[src/rtl/fptb_pkg.sv]
// Shared types, constants and codes of the four-level page table builder.
`timescale 1ns / 1ps

package fptb_pkg;

  localparam int unsigned POOL_PAGES_DEFAULT = 64;

  localparam int unsigned VA_W             = 48;
  localparam int unsigned PA_W             = 52;
  localparam int unsigned CNT_W            = 7;
  localparam int unsigned BYTES_W          = 19;
  localparam int unsigned ENTRY_W          = 64;
  localparam int unsigned OFFSET_W         = 12;
  localparam int unsigned IDX_W            = 9;
  localparam int unsigned ENTRIES_PER_PAGE = 512;

  localparam logic [OFFSET_W-1:0] ENTRY_FLAGS = 12'h003;

  localparam logic [1:0] OP_MAP   = 2'd0;
  localparam logic [1:0] OP_QUERY = 2'd1;
  localparam logic [1:0] OP_ALLOC = 2'd2;

  localparam logic [1:0] ST_OK         = 2'd0;
  localparam logic [1:0] ST_MISALIGNED = 2'd1;
  localparam logic [1:0] ST_MAPPED     = 2'd2;
  localparam logic [1:0] ST_EXHAUSTED  = 2'd3;

  typedef struct packed {
    logic [1:0]       op;
    logic [VA_W-1:0]  virt_addr;
    logic [PA_W-1:0]  leaf_pa;
    logic [CNT_W-1:0] num_pages;
  } req_t;

  typedef struct packed {
    logic [1:0]         status;
    logic               is_mapped;
    logic [VA_W-1:0]    alloc_addr;
    logic [BYTES_W-1:0] alloc_bytes;
  } rsp_t;

  typedef struct packed {
    logic       capture;
    logic       walk_start;
    logic       mem_rd;
    logic       descend;
    logic       fresh_clear;
    logic       link;
    logic       leaf_write;
    logic       alloc_commit;
    logic       clr_step;
    logic       res_set;
    logic [1:0] res_status;
    logic       res_mapped;
    logic       res_alloc;
    logic       out_load;
  } dp_cmd_t;

  typedef struct packed {
    logic [1:0] op;
    logic       misaligned;
    logic       can_alloc;
    logic       count_zero;
    logic       can_fresh;
    logic       entry_zero;
    logic       ptr_ok;
    logic       leaf_lvl;
    logic       clr_last;
  } dp_sts_t;

endpackage

[src/rtl/fptb_ctrl.sv]
// Controller state machine that sequences walks, allocations and clearing sweeps.
`timescale 1ns / 1ps

module fptb_ctrl
  import fptb_pkg::*;
(
  input  logic    clk_i,
  input  logic    rst_ni,
  input  logic    in_valid_i,
  output logic    in_ready_o,
  output logic    out_valid_o,
  input  logic    out_ready_i,
  input  dp_sts_t sts_i,
  output dp_cmd_t cmd_o
);

  localparam logic [2:0] S_CLEAR    = 3'd0;
  localparam logic [2:0] S_IDLE     = 3'd1;
  localparam logic [2:0] S_DISPATCH = 3'd2;
  localparam logic [2:0] S_READ     = 3'd3;
  localparam logic [2:0] S_CHECK    = 3'd4;
  localparam logic [2:0] S_LINK     = 3'd5;
  localparam logic [2:0] S_DONE     = 3'd6;

  localparam logic [1:0] R_IDLE = 2'd0;
  localparam logic [1:0] R_DONE = 2'd1;
  localparam logic [1:0] R_LINK = 2'd2;

  logic [2:0] state_q, state_d;
  logic [1:0] ret_q, ret_d;
  logic       out_valid_q, out_valid_d;
  logic       is_query;

  assign is_query    = (sts_i.op == OP_QUERY);
  assign in_ready_o  = (state_q == S_IDLE);
  assign out_valid_o = out_valid_q;

  always_comb begin
    state_d = state_q;
    ret_d   = ret_q;
    cmd_o   = '0;
    case (state_q)
      S_CLEAR: begin
        cmd_o.clr_step = 1'b1;
        if (sts_i.clr_last) begin
          case (ret_q)
            R_DONE:  state_d = S_DONE;
            R_LINK:  state_d = S_LINK;
            default: state_d = S_IDLE;
          endcase
        end
      end
      S_IDLE: begin
        if (in_valid_i) begin
          cmd_o.capture = 1'b1;
          state_d       = S_DISPATCH;
        end
      end
      S_DISPATCH: begin
        case (sts_i.op)
          OP_MAP: begin
            if (sts_i.misaligned) begin
              cmd_o.res_set    = 1'b1;
              cmd_o.res_status = ST_MISALIGNED;
              state_d          = S_DONE;
            end else begin
              cmd_o.walk_start = 1'b1;
              state_d          = S_READ;
            end
          end
          OP_QUERY: begin
            cmd_o.walk_start = 1'b1;
            state_d          = S_READ;
          end
          OP_ALLOC: begin
            cmd_o.res_set = 1'b1;
            if (sts_i.can_alloc) begin
              cmd_o.res_status   = ST_OK;
              cmd_o.res_alloc    = 1'b1;
              cmd_o.alloc_commit = 1'b1;
              if (sts_i.count_zero) begin
                state_d = S_DONE;
              end else begin
                ret_d   = R_DONE;
                state_d = S_CLEAR;
              end
            end else begin
              cmd_o.res_status = ST_EXHAUSTED;
              state_d          = S_DONE;
            end
          end
          default: begin
            cmd_o.res_set    = 1'b1;
            cmd_o.res_status = ST_OK;
            state_d          = S_DONE;
          end
        endcase
      end
      S_READ: begin
        cmd_o.mem_rd = 1'b1;
        state_d      = S_CHECK;
      end
      S_CHECK: begin
        if (!sts_i.leaf_lvl) begin
          if (sts_i.entry_zero) begin
            if (is_query) begin
              cmd_o.res_set    = 1'b1;
              cmd_o.res_status = ST_OK;
              state_d          = S_DONE;
            end else if (sts_i.can_fresh) begin
              cmd_o.fresh_clear = 1'b1;
              ret_d             = R_LINK;
              state_d           = S_CLEAR;
            end else begin
              cmd_o.res_set    = 1'b1;
              cmd_o.res_status = ST_EXHAUSTED;
              state_d          = S_DONE;
            end
          end else if (sts_i.ptr_ok) begin
            cmd_o.descend = 1'b1;
            state_d       = S_READ;
          end else begin
            cmd_o.res_set    = 1'b1;
            cmd_o.res_status = is_query ? ST_OK : ST_EXHAUSTED;
            state_d          = S_DONE;
          end
        end else begin
          cmd_o.res_set = 1'b1;
          state_d       = S_DONE;
          if (is_query) begin
            cmd_o.res_status = ST_OK;
            cmd_o.res_mapped = !sts_i.entry_zero;
          end else if (!sts_i.entry_zero) begin
            cmd_o.res_status = ST_MAPPED;
          end else begin
            cmd_o.res_status = ST_OK;
            cmd_o.leaf_write = 1'b1;
          end
        end
      end
      S_LINK: begin
        cmd_o.link = 1'b1;
        state_d    = S_READ;
      end
      S_DONE: begin
        if (!out_valid_q || out_ready_i) begin
          cmd_o.out_load = 1'b1;
          state_d        = S_IDLE;
        end
      end
      default: begin
        state_d = S_IDLE;
      end
    endcase
  end

  always_comb begin
    out_valid_d = out_valid_q;
    if (cmd_o.out_load) begin
      out_valid_d = 1'b1;
    end else if (out_ready_i) begin
      out_valid_d = 1'b0;
    end
  end

  always_ff @(posedge clk_i or negedge rst_ni) begin
    if (!rst_ni) begin
      state_q     <= S_CLEAR;
      ret_q       <= R_IDLE;
      out_valid_q <= 1'b0;
    end else begin
      state_q     <= state_d;
      ret_q       <= ret_d;
      out_valid_q <= out_valid_d;
    end
  end

endmodule

[config.mk]
export PLATFORM = sky130hd
export DESIGN_NAME = fptb_ctrl
export DESIGN_NICKNAME = d
export VERILOG_FILES = /design/src/rtl/fptb_pkg.sv /design/src/rtl/fptb_ctrl.sv
export SDC_FILE = /design/constraint.sdc
export NUM_CORES = 1
export LEC_CHECK = 0
export ABC_AREA = 1
export BUFFER_PORTS_ARGS = -buffer_cell sky130_fd_sc_hd__buf_4
export CORE_MARGIN = 4
export CORE_UTILIZATION = 45
export CTS_CLUSTER_DIAMETER = 120
export DETAILED_ROUTE_END_ITERATION = 12
export PLACE_DENSITY = 0.78
export SKIP_LAST_GASP = 1
export SYNTH_ARGS = -nofsm -noshare
export SYNTH_HDL_FRONTEND = slang
export SYNTH_SLANG_ARGS = --single-unit
export TNS_END_PERCENT = 5
[constraint.sdc]
create_clock -name clk_i -period 1.7 [get_ports clk_i]
set_clock_uncertainty 0.05 [all_clocks]
set_input_delay 0.17 -clock clk_i [delete_from_list [all_inputs] [get_ports clk_i]]
set_output_delay 0.17 -clock clk_i [all_outputs]
set_load 0.03 [all_outputs]
* Word level (Yosys, flattened, before mapping)
Index checks and enable logic that the tools add are counted.
** Operators by class
- Div/mod/pow operators :: 0
- Order comparisons :: 0
- Multiplexer cells :: 63
- Multipliers :: 0
- Add/subtract/negate cells :: 0
- Reduce and logical (&&, ||, !) cells :: 9
- Bitwise logic cells :: 0
- Shift operators :: 0
- Equal/unequal tests :: 20
** Operators with widths (count)
- $mux 3 :: 17
- $mux 1 :: 26
- $mux 2 :: 13
- $pmux 3 s7 :: 1
- $ne 2x2->1 const B :: 9
- $pmux 3 s3 :: 2
- $pmux 3 s2 :: 2
- $eq 3x3->1 const B :: 3
- $reduce_and 8->1 :: 1
- $eq 3x2->1 const B :: 2
- $eq 2x1->1 const B :: 2
- $eq 2x2->1 const B :: 2
- $pmux 2 s2 :: 1
- $reduce_bool 2->1 :: 2
- $eq 3x1->1 const B :: 1
- $logic_not 3->1 :: 1
- $reduce_and 3->1 :: 1
- $logic_not 1->1 :: 2
- $logic_not 2->1 :: 1
- $ne 2x1->1 const B :: 1
- $pmux 1 s2 :: 1
- $logic_or 1x1->1 :: 1
** Storage, ports and cells
- Logic and storage cells :: 95
- Bits of input ports :: 14
- Latch bits :: 0
- RAM bits :: 0
- Register bits :: 6
- Bits in read-only memories :: 0
- Memories kept :: 0
- Output and inout bits :: 17

* Logic depth before layout (Yosys ltp)
- Word-level depth :: 6
- Depth in mapped cells :: 9
- Mapped depth without buffers :: 9

* Worst setup path after synthesis
OpenSTA, ideal clock, no wires.
- Path type :: register to output
- Start :: register state_q[1]
- End :: output port cmd_o[2] in the netlist's numbering
- Buffers on the path :: 0
- Arrival time :: 1.621 ns
- Setup slack :: -0.141 ns
- Cell stages (with the launch flop) :: 4
- Required time :: 1.480 ns
- Cell sequence :: dfrtp_1 -> nor2_4 -> nand2_4 -> nor4_1
** RTL lines
- from (decl) :: line fptb_ctrl.sv:29 : logic [2:0] state_q, state_d;
- from (signal assigned) :: line fptb_ctrl.sv:172 : state_q <= state_d;
- to (decl) :: line fptb_ctrl.sv:14 : output dp_cmd_t cmd_o

==> results.py <==
metrics = {
    "status": {
        "outcome": "finished clean",
    },
    "global_route": {
        "number_of_antenna_violations_at_the_first_check_in_global_routing": 0,
        "groute.layer.met2.usage": 0.332,
        "grt_util_met1": 0.190,
        "grt_pass1_wl_microns": 2680,
        "grt_max_degree": 11,
        "grt-ovfl-total": 0,
        "gr-usage-all-layers": 0.173,
        "global_route.usage.met3": 0.0356,
        "grt_busiest_layer": "met2",
        "grt_pass1_vias": 699,
    },
    "setup_path": {
        "critical_path.reg2reg.startpoint": "state_q[0]$_DFFE_PN0P_",
        "timing.rr.end": "state_q[1]$_DFFE_PN0P_",
        "critical_path_cell_by_cell": "nor2_4, nand2_4, nor2_4, nand4_1, o211ai_1, buf_4",
        "critical_path_endpoint_category": "primary output",
        "critPathTopFamily": "flip-flops",
        "reg2reg_slack_ps": 400,
        "arrival_ps": 1410,
        "r2r.worst_path.cells": 7,
        "cpMaxStageDelayCell": "dfrtp_2",
        "critical_path.max_fanout": 6,
        "worst_path_largest_cell_delay_ps": 450,
        "cp_num_buf_inv": 1,
        "crit_required_ps": 1480,
        "timing.setup.critical_path_class": "reg -> out",
        "cp-start-kind": "flip-flop",
        "critPathMostFrequentCell": "nor2_4",
    },
    "cts": {
        "h-tree-depth": 1,
        "insertion_delay_ps": 230,
        "cts_max_path_buffers": 2,
        "clock_tree_from_tritoncts": "done",
        "cts-buffers-inserted": 3,
        "cts-root-buf": "clkbuf_4",
        "numClockSinks": 6,
        "clkTransAtPathRegs_ps": 40,
    },
    "sta": {
        "max_freq_mhz": 613,
        "relSlewSlack": 0.868,
        "period_minus_slack_ps": 1630,
        "final-setup-viol-count": 0,
        "timing_worst_slew_pin_value_ps": 198,
        "final-hold-violation-count": 0,
        "layout_worst_path_cycle_share": 0.959,
        "timing.final.max_slew_violations": 0,
        "rsz0062_at_grt": "yes",
    },
    "min_path": {
        "timing.hold.worst_endpoint": "out_valid_o$_DFFE_PN0P_",
        "hold_path_depth": 2,
        "holdCritStartpoint": "out_ready_i",
        "class_of_the_worst_hold_path": "in -> reg",
    },
    "die": {
        "start_util": 0.487,
        "placeableCoreArea_sq_um": 1330,
        "std_cell_rows": 13,
        "die_area_sq_um": 2110,
        "die_h_microns": 46.0,
        "die_w_microns": 46.0,
        "io_pins": 31,
    },
    "job": {
        "cap_violations": 0,
    },
    "logic_synthesis": {
        "synth_cells": 111,
        "ys.warnings.count": 0,
        "distinct_cell_type_count_of_the_synthesized_netlist": 19,
        "ys_seq_elements": 6,
        "area_share_of_and_or_nand_nor_cells_after_synthesis": 0.547,
        "synth-compound-area-share": 0.0270,
        "synth_fa_ha_area_frac": 0.0385,
        "synth.net_count": 127,
        "avgSynthCellArea_sq_um": 5.85,
        "synth.yosys.seq_area_share": 0.231,
        "synth_top_family_by_area": "simple AND/OR/NAND/NOR gates",
        "synthMuxAreaShare": 0,
        "post_synth_instance_area_sq_um": 649,
        "yosys.area_share.xor_xnor": 0,
    },
    "final_layout": {
        "finalNonFillerCells": 164,
        "final_area_sq_um": 977,
        "area_growth_from_synthesis_to_layout_pct": 50.5,
        "antenna_cells_inserted": 0,
        "drive_gt1_frac": 0.369,
        "num-fill-cells": 122,
        "finalNetCount": 167,
    },
    "routing": {
        "post_route_drc": 0,
        "route.detailed.wl_per_inst_microns": 10.5,
        "wl_microns": 1720,
        "route.antenna.remaining_nets": 0,
        "vias": 769,
        "vias_per_cell": 4.69,
        "firstDrtPassIters": 4,
        "drt_iter0_markers": 17,
    },
    "place": {
        "post_place_cell_area_sq_um": 885,
        "place_hpwl_microns": 1420,
        "place.port_buffers": 30,
        "placed_instances": 154,
        "gp_congestion": 0.858,
    },
    "power": {
        "p_per_area_nw_per_um2": 1530,
        "total_leakage_power_nw": 0.582,
        "irDropWorstVdd_mv": 0.817,
    },
}
[flip-flops by register name (all words and copies together) (netlist names)]
signal       cells
ret_q            2
out_valid_o      1
state_q          3
[power breakdown]
group	switching (mW)	leakage, nW	internal [mW]	total (mW)
combinational	0.660	0.494	0.424	1.08
sequential	0.0716	0.0737	0.214	0.285
clock	0.0435	0.0138	0.0793	0.123
total	0.775	0.582	0.717	1.49
[worst max path at each step]
| stage | end | slack (ps) | startpoint | cells after the start |
|---|---|---|---|---|
| final | cmd_o[3] | 70 | state_q[1]$_DFFE_PN0P_ | 6 |
| after global routing | cmd_o[3] | -50 | state_q[1]$_DFFE_PN0P_ | 6 |
| after CTS | cmd_o[7] | -10 | state_q[2]$_DFFE_PN0P_ | 6 |
| after detailed placement | cmd_o[3] | 170 | state_q[1]$_DFFE_PN0P_ | 6 |
| after global placement | cmd_o[3] | 190 | state_q[1]$_DFFE_PN0P_ | 6 |
| after floorplan | cmd_o[7] | -120 | state_q[2]$_DFFE_PN0P_ | 6 |
[area by class of cell]
class / count / area, sq um / share of cell area
multi-input combinational: 80 / 414 / 0.424
clock buffer: 3 / 22.5 / 0.0230
sequential: 6 / 153 / 0.156
timing repair buffer: 37 / 280 / 0.287
tap: 15 / 18.8 / 0.0192
inverter: 23 / 88.8 / 0.0909
[cell usage after synthesis]
library cell | count | area [sq um]
a21oi_1 | 1 | 5.00
buf_4 | 2 | 15.0
dfrtp_1 | 6 | 150
ha_1 | 2 | 25.0
inv_1 | 20 | 75.1
inv_2 | 3 | 11.3
nand2_1 | 30 | 113
nand2_2 | 3 | 18.8
nand2_4 | 1 | 11.3
nand3_1 | 15 | 75.1
nand3b_1 | 1 | 7.51
nand4_1 | 3 | 18.8
nor2_1 | 14 | 52.6
nor2_2 | 4 | 25.0
nor2_4 | 2 | 22.5
nor3_1 | 1 | 5.00
nor4_1 | 1 | 6.26
o211ai_1 | 1 | 7.51
o21ai_0 | 1 | 5.00
[layout by cell type (no fill, tap or decap), types with 2 or more instances in the layout]
| cell | instances |
|---|---|
| nor2_1 | 14 |
| buf_4 | 36 |
| nand4_1 | 3 |
| dfrtp_1 | 4 |
| dfrtp_2 | 2 |
| ha_1 | 2 |
| nor2_4 | 4 |
| nor2_2 | 2 |
| inv_1 | 20 |
| nand2_1 | 30 |
| inv_2 | 2 |
| nand3_1 | 15 |
| clkbuf_4 | 3 |
| nand2_2 | 3 |
[cell families after synthesis]
family	count (synthesis)
and+or+nand+nor	75
AOI/OAI and AO/OA	3
buffers and inverters	25
adders and majority gates	2
DFF	6
[routing by layer]
metal	wire length (microns)	vias up
li1	-	417
met1	686	327
met2	912	25
met3	117	0
met4	0	0
met5	0	-
[stage by stage]
| stage | hold WS, ps | worst slack (ps) | setup TNS [ps] | power, mW | util |
|---|---|---|---|---|---|
| finish | 73.2 | 69.4 | 0 | 1.49 | 0.733 |
| global placement | -72.1 | 192 | 0 | 1.23 | 0.663 |
| CTS | 69.8 | -10.3 | -24.7 | 1.40 | 0.695 |
| floorplan | -176 | -116 | -124 | 0.966 | - |
| detailed placement | -69.7 | 175 | 0 | 1.24 | 0.663 |
| global route | 58.6 | -45.1 | -129 | 1.64 | 0.733 |
[what timing repair did]
item	in CTS	in global routing
endpoints found under the hold margin	6	0
cloned	0	0
endpoints found under the setup margin	4	5
pin swaps	1	0
resized for setup	1	4
buffers inserted	1	5
hold buffers	1	0
Power figures use the tool's default switching activity.
